**config.mk**
```make
export PLATFORM = sky130hd
export DESIGN_NAME = trial_division_prime_filter_chain
export DESIGN_NICKNAME = d
export VERILOG_FILES = /design/src/design/tdpf_pkg.sv /design/src/design/tdpf_ram.sv /design/src/design/tdpf_rem.sv /design/src/design/trial_division_prime_filter_chain.sv
export SDC_FILE = /design/constraint.sdc
export NUM_CORES = 1
export LEC_CHECK = 0
export ABC_AREA = 1
export BUFFER_PORTS_ARGS = -buffer_cell sky130_fd_sc_hd__buf_2
export CELL_PAD_IN_SITES_DETAIL_PLACEMENT = 0
export CELL_PAD_IN_SITES_GLOBAL_PLACEMENT = 1
export CORE_AREA = 2 2 202 284
export DETAILED_ROUTE_END_ITERATION = 7
export DIE_AREA = 0 0 204 286
export GPL_TIMING_DRIVEN = 0
export PLACE_DENSITY_LB_ADDON = 0.1
export REMOVE_ABC_BUFFERS = 1
export SYNTH_ARGS = -nofsm -noshare
export SYNTH_HDL_FRONTEND = slang
export SYNTH_SLANG_ARGS = --single-unit
```
**constraint.sdc**
```tcl
create_clock -name clk -period 3 [get_ports clk]
set_input_delay 0 -clock clk [delete_from_list [all_inputs] [get_ports clk]]
set_output_delay 0 -clock clk [all_outputs]
set_load 0.03 [all_outputs]
```
**src/design/tdpf_pkg.sv**
```systemverilog
`default_nettype none
package tdpf_pkg;

	localparam int FILTER_CELLS = 32;
	localparam int VALUE_BITS   = 16;
	localparam int FIELD_BITS   = 16;
	localparam int IDX_BITS     = (FILTER_CELLS > 1) ? $clog2(FILTER_CELLS) : 1;
	localparam int CNT_BITS     = $clog2(FILTER_CELLS + 1);
	localparam int STEP_BITS    = $clog2(VALUE_BITS);

	typedef logic [VALUE_BITS-1:0] value_t;

	typedef struct packed {
		logic [FIELD_BITS-1:0] candidate_value;
		logic                  end_of_run;
	} cand_t;

	typedef struct packed {
		logic [FIELD_BITS-1:0] survivor_value;
		logic                  store_full;
	} surv_t;

	typedef enum logic [2:0] {
		ST_IDLE,
		ST_READ,
		ST_LOAD,
		ST_DIV,
		ST_PASS,
		ST_END
	} state_t;

endpackage
`default_nettype wire

```
**src/design/tdpf_ram.sv**
```systemverilog
`default_nettype none
// simple dual-port RAM, registered read
module tdpf_ram #(
	parameter int WIDTH = 16,
	parameter int DEPTH = 32,
	localparam int AW = (DEPTH > 1) ? $clog2(DEPTH) : 1
) (
	input  wire logic             clk,
	input  wire logic             we,
	input  wire logic [AW-1:0]    waddr,
	input  wire logic [WIDTH-1:0] wdata,
	input  wire logic [AW-1:0]    raddr,
	output logic      [WIDTH-1:0] rdata
);

	logic [WIDTH-1:0] mem_q [DEPTH];

	always_ff @(posedge clk) begin
		if (we) begin
			mem_q[waddr] <= wdata;
		end
		rdata <= mem_q[raddr];
	end

endmodule
`default_nettype wire

```
**src/design/tdpf_rem.sv**
```systemverilog
`default_nettype none
// bit-serial restoring remainder, one dividend bit per cycle
module tdpf_rem
	import tdpf_pkg::*;
(
	input  wire logic   clk,
	input  wire logic   arst_n,
	input  wire logic   start,
	input  wire value_t dividend,
	input  wire value_t divisor,
	output logic        done,
	output logic        zero
);

	value_t                rem_q;
	value_t                dvd_q;
	value_t                dsr_q;
	logic [STEP_BITS-1:0]  step_q;
	logic                  busy_q;
	logic                  done_q;
	logic [VALUE_BITS:0]   trial;
	logic [VALUE_BITS:0]   dsr_ext;
	value_t                rem_next;

	always_comb begin
		trial    = {rem_q, dvd_q[VALUE_BITS-1]};
		dsr_ext  = {1'b0, dsr_q};
		if (trial >= dsr_ext) begin
			rem_next = VALUE_BITS'(trial - dsr_ext);
		end else begin
			rem_next = VALUE_BITS'(trial);
		end
	end

	always_ff @(posedge clk or negedge arst_n) begin
		if (!arst_n) begin
			busy_q <= 1'b0;
			done_q <= 1'b0;
			step_q <= '0;
		end else if (start) begin
			busy_q <= 1'b1;
			done_q <= 1'b0;
			step_q <= STEP_BITS'(VALUE_BITS - 1);
		end else if (busy_q) begin
			if (step_q == '0) begin
				busy_q <= 1'b0;
				done_q <= 1'b1;
			end else begin
				step_q <= step_q - 1'b1;
			end
		end else begin
			done_q <= 1'b0;
		end
	end

	always_ff @(posedge clk) begin
		if (start) begin
			rem_q <= '0;
			dvd_q <= dividend;
			dsr_q <= divisor;
		end else if (busy_q) begin
			rem_q <= rem_next;
			dvd_q <= dvd_q << 1;
		end
	end

	assign done = done_q;
	assign zero = (rem_q == '0);

endmodule
`default_nettype wire

```
**src/design/trial_division_prime_filter_chain.sv**
```systemverilog
`default_nettype none
// Trial-division prime filter. Each candidate transfer is checked against
// the stored divisors in order, oldest first; the first divisor that leaves
// a zero remainder drops it. A candidate that survives every divisor is sent
// out with store_full low and appended to the store, or with store_full high
// when all FILTER_CELLS slots are taken. Candidates below 2 are dropped.
// end_of_run empties the store once its own candidate is handled. One
// remainder unit is shared by all divisors and works one bit per cycle. Each
// divisor tried goes through read, load, VALUE_BITS remainder steps and
// done. cand_stall is low only in the idle state, where the transfer is
// taken. The result sits in an output register, so a stalled survivor
// transfer does not hold up the next candidate until that one itself
// survives.
module trial_division_prime_filter_chain
	import tdpf_pkg::*;
(
	input  wire logic  clk,
	input  wire logic  arst_n,
	input  wire logic  cand_valid,
	output logic       cand_stall,
	input  wire cand_t cand,
	output logic       surv_valid,
	input  wire logic  surv_stall,
	output surv_t      surv
);

	state_t               state_q;
	state_t               state_nxt;
	value_t               value_q;
	logic                 last_q;
	logic [CNT_BITS-1:0]  k_q;
	logic [CNT_BITS-1:0]  count_q;
	logic                 out_valid_q;
	surv_t                out_q;

	value_t               cand_value;
	logic                 cand_xfer;
	logic                 out_free;
	logic                 full;
	logic                 rem_start;
	logic                 rem_done;
	logic                 rem_zero;
	logic                 out_load;
	logic                 ram_we;
	value_t               ram_rdata;

	assign cand_value = VALUE_BITS'(cand.candidate_value);
	assign cand_xfer  = cand_valid && !cand_stall;
	assign out_free   = !out_valid_q || !surv_stall;
	assign full       = (count_q == CNT_BITS'(FILTER_CELLS));

	// next state
	always_comb begin
		state_nxt = state_q;
		unique case (state_q)
			ST_IDLE: begin
				if (cand_valid) begin
					state_nxt = (cand_value > value_t'(1)) ? ST_READ : ST_END;
				end
			end
			ST_READ: state_nxt = (k_q == count_q) ? ST_PASS : ST_LOAD;
			ST_LOAD: state_nxt = ST_DIV;
			ST_DIV: begin
				if (rem_done) begin
					state_nxt = rem_zero ? ST_END : ST_READ;
				end
			end
			ST_PASS: begin
				if (out_free) begin
					state_nxt = ST_END;
				end
			end
			ST_END:  state_nxt = ST_IDLE;
			default: state_nxt = ST_IDLE;
		endcase
	end

	// control outputs
	always_comb begin
		cand_stall = 1'b1;
		rem_start  = 1'b0;
		out_load   = 1'b0;
		ram_we     = 1'b0;
		unique case (state_q) inside
			ST_IDLE: cand_stall = 1'b0;
			ST_LOAD: rem_start  = 1'b1;
			ST_PASS: begin
				out_load = out_free;
				ram_we   = out_free && !full;
			end
			ST_READ, ST_DIV, ST_END: ;
			default: ;
		endcase
	end

	always_ff @(posedge clk or negedge arst_n) begin
		if (!arst_n) begin
			state_q     <= ST_IDLE;
			k_q         <= '0;
			count_q     <= '0;
			out_valid_q <= 1'b0;
		end else begin
			state_q <= state_nxt;
			if (cand_xfer) begin
				k_q <= '0;
			end else if (state_q == ST_DIV && rem_done && !rem_zero) begin
				k_q <= k_q + 1'b1;
			end
			if (ram_we) begin
				count_q <= count_q + 1'b1;
			end else if (state_q == ST_END && last_q) begin
				count_q <= '0;
			end
			if (out_load) begin
				out_valid_q <= 1'b1;
			end else if (!surv_stall) begin
				out_valid_q <= 1'b0;
			end
		end
	end

	always_ff @(posedge clk) begin
		if (cand_xfer) begin
			value_q <= cand_value;
			last_q  <= cand.end_of_run;
		end
		if (out_load) begin
			out_q.survivor_value <= FIELD_BITS'(value_q);
			out_q.store_full     <= full;
		end
	end

	tdpf_ram #(
		.WIDTH (VALUE_BITS),
		.DEPTH (FILTER_CELLS)
	) u_store (
		.clk   (clk),
		.we    (ram_we),
		.waddr (count_q[IDX_BITS-1:0]),
		.wdata (value_q),
		.raddr (k_q[IDX_BITS-1:0]),
		.rdata (ram_rdata)
	);

	tdpf_rem u_rem (
		.clk      (clk),
		.arst_n   (arst_n),
		.start    (rem_start),
		.dividend (value_q),
		.divisor  (ram_rdata),
		.done     (rem_done),
		.zero     (rem_zero)
	);

	assign surv_valid = out_valid_q;
	assign surv       = out_q;

endmodule
`default_nettype wire

```
After elaboration in Yosys (flattened, before gate mapping) --
Memory sizes are Yosys's and may differ from the RTL's. A register that Yosys moved wholly into a read port is not among the register bits. Index checks and enable logic that the tools add are counted. Widths: inputs -> output; s select.
Cells by class: add/subtract/negate cells 4, $mul 0, divide/modulo/power cells 0, $lt $le $gt $ge 2, equal/unequal tests 13, shift-type cells 0, multiplexer cells 31, bitwise gates (word level) 0, reductions and logical operators 18
Operators with widths (count):
- $mux 16 | 3
- $mux 6 | 4
- $mux 3 | 6
- $ge 17x16->1 | 1
- $gt 16x1->1 const B | 1
- $logic_not 16->1 | 1
- $sub 16x16->16 | 1
- $pmux 3 s5 | 1
- $mux 1 | 14
- $add 6x1->6 const B | 2
- $mux 4 | 3
- $eq 3x2->1 const B | 2
- $eq 3x3->1 const B | 2
- $eq 6x6->1 | 1
- $eq 6x6->1 const B | 1
- $ne 2x2->1 const B | 3
- $reduce_bool 2->1 | 3
- $logic_and 1x1->1 | 5
- $logic_not 1->1 | 4
- $logic_not 4->1 | 1
- $ne 2x1->1 const B | 2
- $sub 4x1->4 const B | 1
- $eq 3x1->1 const B | 1
- $logic_not 3->1 | 1
- 4 further kinds | 4
Word-level totals: register bits 104, bits in latches 0, bits in writable memories 512, bits in read-only memories 0, bits of input ports 21, output and inout bits 19, logic and storage cells 83, memories 1
Memories:
- u_store.mem_q | depth 32, bits a word 16, rd ports 1, clocked after Yosys merged registers in 1, write ports 1, RTL line tdpf_ram.sv:16 | logic [WIDTH-1:0] mem_q [DEPTH];

Logic depth before layout (Yosys ltp) --
Gate-level depths: netlist of the first run.
depth in word-level cells 6, depth in mapped cells 15, mapped depth without buffers 14

Cells and area by module --
Synthesis of the first run repeated with hierarchy kept, for this count alone.
Second synthesis, totals: cell total of the unflattened synthesis 2440, area total of the unflattened synthesis 26830.7 um^2
Modules (own cells, without submodules):
- tdpf_ram | instances 1, cells an instance 1794, area each 21301.7 um^2, sequential area each 15695.1 um^2
- tdpf_rem | instances 1, cells an instance 463, area each 3427.0 um^2, sequential area each 1431.4 um^2
- trial_division_prime_filter_chain | instances 1, cells an instance 183, area each 2102.0 um^2, sequential area each 1421.4 um^2

Worst setup path before layout of the first run --
OpenSTA, ideal clock, no wires.
kind register -> register, start point reg state_q[0], end point mem u_store.mem_q[0][0], enable pin, library setup time 0.388 ns, arrival time 2.684 ns, required time 2.612 ns, path slack -0.072 ns, stages on the path, launching flop included 8, path buffers 0, clock period less this slack 3.072 ns, path through dfrtp_1 > nor2_2 > nand2_1 > nor2_1 > nand2_2 > inv_2 > nand2_1 > nor2_1
On the way: cells in the longest elaborated chain, start to end 4
RTL lines:
- start, declared | RTL line trial_division_prime_filter_chain.sv:27 | state_t state_q;
- start signal, assigned | RTL line trial_division_prime_filter_chain.sv:103 | state_q <= state_nxt;
- $eq 3x3->1
- $mux 1 | RTL line trial_division_prime_filter_chain.sv:84 | unique case (state_q) inside
- $mux 1 | RTL line tdpf_ram.sv:19 | if (we) begin
- $mux 1 (not written as such) | RTL line tdpf_ram.sv:20 | mem_q[waddr] <= wdata;
- end, declared | RTL line tdpf_ram.sv:16
Every way passes these cells.

==> metrics, run 1 <==
DIE WIDTH=204 µm; Tcrit/Tclk final=95.63%; max-cap violations=0; WL final=68,680 µm; Final Power=27,540 µW; Hold Fails Final Rpt=0; Cells after Synth=2,174; Max Buffers Root-to-Sink=3; IO buf count=39; Synth Area in Adders=1.136%; synthesized flop and latch total=632; Fillers=4,736; commonest non-fill, non-tap cells in the layout=578 x edfxtp_1, 352 x nand2_1, 267 x nor2_1; CP max-delay cell=dfrtp_4; RSZ-0062 raised after global routing=false; Post-Synth XOR/XNOR Area=0.5393%; Compound-Gate Fraction of Synth Area=8.389%; GR Util All Layers=23.59%; Worst-Skew Late Latency=0.62 ns; Critical Path Most Common Cell=nand2_1; DR vias/cell=5.545; largest net degree at the start of global routing=107; Max VDD drop=0.4834 mV; Setup crit start=k_q[1]; largest family of logic cells by synthesized area=simple AND/OR/NAND/NOR gates; GRT Residual Overflow=0; Root Buffer=clkbuf_16; worst setup margin=0.1311 ns; row cnt=103; Critical Path AT=3.38 ns; switching power=10,180 µW; DRT iter0 DRCs=1,422; Core ar.=55,930 µm²; CP startpoint kind=flop; CTS Sinks=632; drt wl/cell=22.65 µm; CTS tree=yes; CP Max Fanout=77; EDFF count, synth=578; Crit path required time=3.51 ns; gpl congestion=0.8213; layout cells sized above 1=11.67%; Post-Synth Simple-Gate Area=14.37%; register area=18,560 µm²; first-pass GRT wire length=102,400 µm; Placed Cells=2,877; max-slew violations=0; clock share of power=26.0%; most common cell after layout, fill and taps aside=edfxtp_1; CP endpoint kind=flop; Die ar.=58,340 µm²; Reg clk slew, reported paths=0.06 ns; DR DRC count=0; die height=286 µm; Ports=40; vias in the first global route=16,470; dominant synthesized flop cell=edfxtp_1; hpwl dp=40,280 µm; Crit Path Class=reg2reg; worst path cell trace=buf_16 -> inv_6 -> buf_16 -> nand3_1 -> nand3_1 -> nand2_1 -> a21oi_1 -> nand2_1 -> nand2_1 -> inv_1; final cell count without fillers=3,032; antenna-violating nets left=0; Reg power frac=40.5%; Final #Nets=2,292; Seq/Total Area, Yosys=71.39%; Hold WS=0.1158 ns; CTS H-tree depth=2; clk_skew=0.02507 ns; drt pass-1 iters=5; Internal=17,360 µW; Slew @ Worst Pin=1.371 ns; Distinct cells, synth=43; P_leak=0.01072 µW; syn avg cell area=11.95 µm²; Area Overhead vs Synth=15.51%; cts bufs inserted=59; area taken by multi-input logic gates=6505 µm²; synthesized area=25,980 µm²; starting density of the core=46.45%; mux share of post-synthesis cell area=0%; switching share of power=36.97%; hold_sp=cand[0]; status=complete, no violations; Max Fclk=348.6 MHz; PwrDens=917.6 nW/µm²; Critical Path Max Stage Delay=0.68 ns; ANT cells=0; total number of vias=16,810; share of total power in combinational logic=33.5%; initial antenna violation count=0; Tmin final=2.869 ns; Worst R2R Start=k_q[1]; Syn. warnings=0; async set-reset flop share out of synthesis=3.481%; min-delay worst type=in2reg; Max-slew headroom=8.606%; Finish-stage setup viols=0; dpl ws=-0.6107 ns
==> critical path: cells and delay by family, from the launching register on <==
family | cells | cell delay (ns)
compound gates | 1 | 0.25
simple gates | 5 | 0.69
buf+inv | 4 | 1.04
flops | 1 | 0.68
==> state kept, by name, summed over array words and instances (netlist names) <==
register,flops
u_store.mem_q,512
surv,17
u_rem.dsr_q,16
u_rem.dvd_q,16
u_rem.rem_q,16
u_store.rdata,16
value_q,16
count_q,6
k_q,6
u_rem.step_q,4
state_q,3
last_q,1
surv_valid,1
u_rem.busy_q,1
u_rem.done,1
==> cell type report <==
class	instances	area share, %
tap	735	3.064
clock buffer	71	5.174
timing repair inverter	1	0.01668
sequential	632	61.83
timing repair buffer	128	5.670
inverter	125	1.634
multi-input combinational	1301	21.68
clock inverter	39	0.9339
==> what timing repair did <==
| action | 4_1_cts | 5_1_grt |
|---|---|---|
| buffers inserted | 11 | 0 |
| pin swaps | 5 | 0 |
| cloned | 2 | 0 |
| endpoints found under the setup margin | 433 | 21 |
| hold buffers | 21 | 0 |
| hold endpoints to repair | 62 | 0 |
| resized for setup | 12 | 3 |
==> power by group through the flow <==
stage	Sequential, µW	Combinational (µW)	Clock [µW]
after CTS	11300	9060	7300
after detailed placement	11600	8670	0
after floorplan	11500	5510	0
final	11200	9220	7150
after global placement	12100	6840	0
after global routing	11200	10300	7640
==> stage by stage <==
| step | cell area, µm² | TNS, ns | util [%] |
|---|---|---|---|
| after CTS | 29700 | 0 | 53.09 |
| after floorplan | 25370 | -199.56 | - |
| after global placement | 26480 | -1243.24 | 47.35 |
| after detailed placement | 27400 | -128.30 | 48.98 |
| after global routing | 30010 | 0 | 53.66 |
| final | 30010 | 0 | 53.66 |
==> path summary, 6_finish.rpt <==
check	end	slack, ns	depth (start not counted)
setup / recovery	u_store.rdata[1]	0.13	10
hold / removal	last_q	0.12	2
setup reg to reg	u_store.rdata[1]	0.13	10
hold reg to reg	u_rem.dsr_q[11]	0.40	0
max in group asynchronous	k_q[0]	1.59	3
min in group asynchronous	state_q[2]	0.66	3
==> synth_stat cells, types with 2 or more instances <==
cell type / instances / share of area [%]
edfxtp_1: 578 / 67
nand2_1: 352 / 5.1
nor2_1: 301 / 4.3
o21ai_0: 224 / 4.3
nand3_1: 163 / 3.1
inv_1: 118 / 1.7
clkbuf_1: 45 / 0.65
o22ai_1: 43 / 1.0
buf_2: 40 / 0.77
o221ai_1: 40 / 1.3
a21oi_1: 35 / 0.67
dfxtp_1: 32 / 2.5
o211ai_1: 26 / 0.75
nand4_1: 24 / 0.58
dfrtp_1: 22 / 2.1
ha_1: 22 / 1.1
xor2_1: 11 / 0.37
buf_4: 10 / 0.29
buf_6: 10 / 0.43
nor3_1: 9 / 0.17
nand3_2: 8 / 0.31
nor2_2: 8 / 0.19
o21ai_1: 7 / 0.13
inv_2: 6 / 0.087
buf_1: 5 / 0.072
clkbuf_2: 5 / 0.096
xnor2_1: 5 / 0.17
nand2_2: 4 / 0.096
nand2_4: 3 / 0.13
nand3b_1: 3 / 0.087
o21ai_2: 2 / 0.067
or2_2: 2 / 0.048
==> cells by family (layout without fill, tap and decap cells) <==
group	Yosys count	after routing
xor+xnor	16	16
fa+ha+maj	23	23
simple gates	883	883
flops	632	632
compound gates	379	379
buf+inv	241	364
==> routing by layer <==
metal	vias to the layer above	track usage, %	routed length, µm
met5	-	0	0
met4	0	8.533	2553
met1	8323	32.39	29370
li1	7889	-	-
met2	482	38.77	32990
met3	117	2.951	3771
Power figures use the tool's default switching activity.
==> inputs of run 2 (changes only) <==
--- a/config.mk
+++ b/config.mk
@@ -7,13 +7,11 @@
 export LEC_CHECK = 0
 export ABC_AREA = 1
 export BUFFER_PORTS_ARGS = -buffer_cell sky130_fd_sc_hd__buf_2
-export CELL_PAD_IN_SITES_DETAIL_PLACEMENT = 0
-export CELL_PAD_IN_SITES_GLOBAL_PLACEMENT = 1
-export CORE_AREA = 2 2 202 284
+export CORE_AREA = 2 2 184 258
 export DETAILED_ROUTE_END_ITERATION = 7
-export DIE_AREA = 0 0 204 286
+export DIE_AREA = 0 0 186 260
 export GPL_TIMING_DRIVEN = 0
-export PLACE_DENSITY_LB_ADDON = 0.1
+export PLACE_DENSITY = 0.75
 export REMOVE_ABC_BUFFERS = 1
 export SYNTH_ARGS = -nofsm -noshare
 export SYNTH_HDL_FRONTEND = slang
==> run 2 against run 1 <==
  * Sequential power is essentially flat
  * Worst setup slack worse by 0.011 ns
  * Count of clock-buffer cells in the layout decreased by 10
  * Worst hold slack improved by 0.019 ns
  * Cell count shrank 4.9%
  * Wire length decreased by 3.6%
  * Final area down 2.0%
  * Sequential share of layout area grew 1.2 points
  * Register-to-register slack is essentially flat
  * Total power fell by 1.4%
  * Critical path type unchanged
  * Largest cell class unchanged
==> metrics, run 2 (synthesis results as in run 1) <==
Tmin final=2.880 ns; clk_skew=0.02687 ns; max-slew violations=0; Root Buffer=clkbuf_16; row cnt=93; ANT cells=0; Slew @ Worst Pin=1.482 ns; Worst R2R Start=state_q[0]; Reg clk slew, reported paths=0.07 ns; PwrDens=923.0 nW/µm²; starting density of the core=56.53%; Final #Nets=2,268; antenna-violating nets left=0; drt pass-1 iters=5; WL final=66,220 µm; CP endpoint kind=flop; DR DRC count=0; commonest non-fill, non-tap cells in the layout=578 x edfxtp_1, 349 x nand2_1, 266 x nor2_1; hold depth=2; worst hold endpoint=value_q[3]; Fillers=3,133; Core ar.=45,960 µm²; DIE WIDTH=186 µm; Area Overhead vs Synth=13.25%; FF-to-FF setup slack=0.12 ns; most common cell after layout, fill and taps aside=edfxtp_1; min-delay worst type=in2reg; initial antenna violation count=0; Reg with most FFs=u_store.mem_q; CTS H-tree depth=2; hpwl dp=36,040 µm; Critical Path Max Stage Delay=0.46 ns; layout cells sized above 1=11.03%; largest net degree at the start of global routing=155; max reg flops=512; Finish-stage setup viols=0; Die ar.=48,360 µm²; final cell count without fillers=2,884; total number of vias=17,640; Max-slew headroom=1.167%; Max VDD drop=0.5552 mV; Hold WS=0.1349 ns; CP startpoint kind=flop; worst path cell trace=nor2_2 -> nand2_1 -> nor2_2 -> buf_8 -> nand2_2 -> inv_2 -> nand2_2 -> nor2_4 -> buf_8; DRT iter0 DRCs=1,898; Hold Fails Final Rpt=0; gpl congestion=0.8998; die height=260 µm; cts bufs inserted=53; Crit path required time=3.30 ns; vias in the first global route=17,130; Critical Path AT=3.18 ns; hold_sp=cand[4]; Max Buffers Root-to-Sink=3; drt wl/cell=22.96 µm; GR Util All Layers=26.52%; R2R depth=9; CTS tree=yes; CP Max Fanout=15; max-cap violations=0; Worst-Skew Late Latency=0.61 ns; Setup crit start=state_q[0]; Ports=40; RSZ-0062 raised after global routing=true; Max Fclk=347.2 MHz; Crit Path Class=reg2reg; CP max-delay cell=dfrtp_1; first-pass GRT wire length=96,700 µm; Placed Cells=2,740; register area=18,560 µm²; Tcrit/Tclk final=96.01%; P_leak=0.01048 µW; status=complete, no violations; CTS Sinks=632; DR vias/cell=6.117; Worst R2R End=u_store.mem_q[28][1]; area taken by multi-input logic gates=6546 µm²; GRT Residual Overflow=0; IO buf count=39
-- run 2: how the worst max path moves through the flow --
stage / slack, ns / to / cells after the start
2_1_floorplan: -5.06 / k_q[5] / 5
3_3_place_gp: -12.15 / u_store.rdata[2] / 7
3_5_place_dp: -0.49 / u_store.mem_q[2][11] / 8
4_1_cts: -0.17 / u_store.mem_q[20][6] / 8
5_1_grt: -0.03 / u_store.mem_q[7][12] / 8
6_report: 0.12 / u_store.mem_q[28][1] / 9
-- run 2: what timing repair did --
item	in CTS	in global routing
cloned	1	2
hold buffers	21	0
resized for setup	12	13
pin swaps	0	12
setup endpoints to repair	251	328
buffers inserted	2	15
endpoints found under the hold margin	45	0
-- run 2: per-layer routing --
layer	part of all wire, %	routed length [µm]	vias to the layer above	GRT usage [%]
li1	-	-	7844	-
met2	49	32500	964	43.61
met4	5.4	3571	0	13.89
met5	0	0	-	0
met1	37	24230	8681	34.31
met3	8.9	5926	151	3.823
-- run 2: critical path, delay by kind of cell (launching register included) --
family,cells,cell delay [ns]
buf+inv,3,0.61
simple gates,6,1.51
flops,1,0.46
-- run 2: area by class of cell --
type,count,area share (%)
flip-flops and latches,632,63.06
inverters,125,1.658
repair buffers,110,4.601
repair inverters,1,0.01701
multi-input cells,1301,22.25
clock inverters,37,1.178
well taps,617,2.624
clock buffers,61,4.609
-- run 2: report_power, final --
group	switching, µW	internal (µW)	leakage, µW
combinational	6250	2740	0.00386
clock	3080	3700	0.000839
sequential	817	10600	0.00578
-- run 2: metrics by stage --
step / setup TNS (ns) / setup slack [ns] / area (µm²) / util, % / total power, µW
global placement: -1155.03 / -12.15 / 26330 / 57.29 / 18720
CTS: -13.52 / -0.1708 / 28910 / 62.89 / 26700
floorplan: -199.56 / -5.064 / 25370 / - / 17040
detailed placement: -31.06 / -0.4920 / 26890 / 58.51 / 19810
global route: -0.3594 / -0.02985 / 29420 / 64.02 / 28470
finish: 0 / 0.1196 / 29420 / 64.02 / 27160
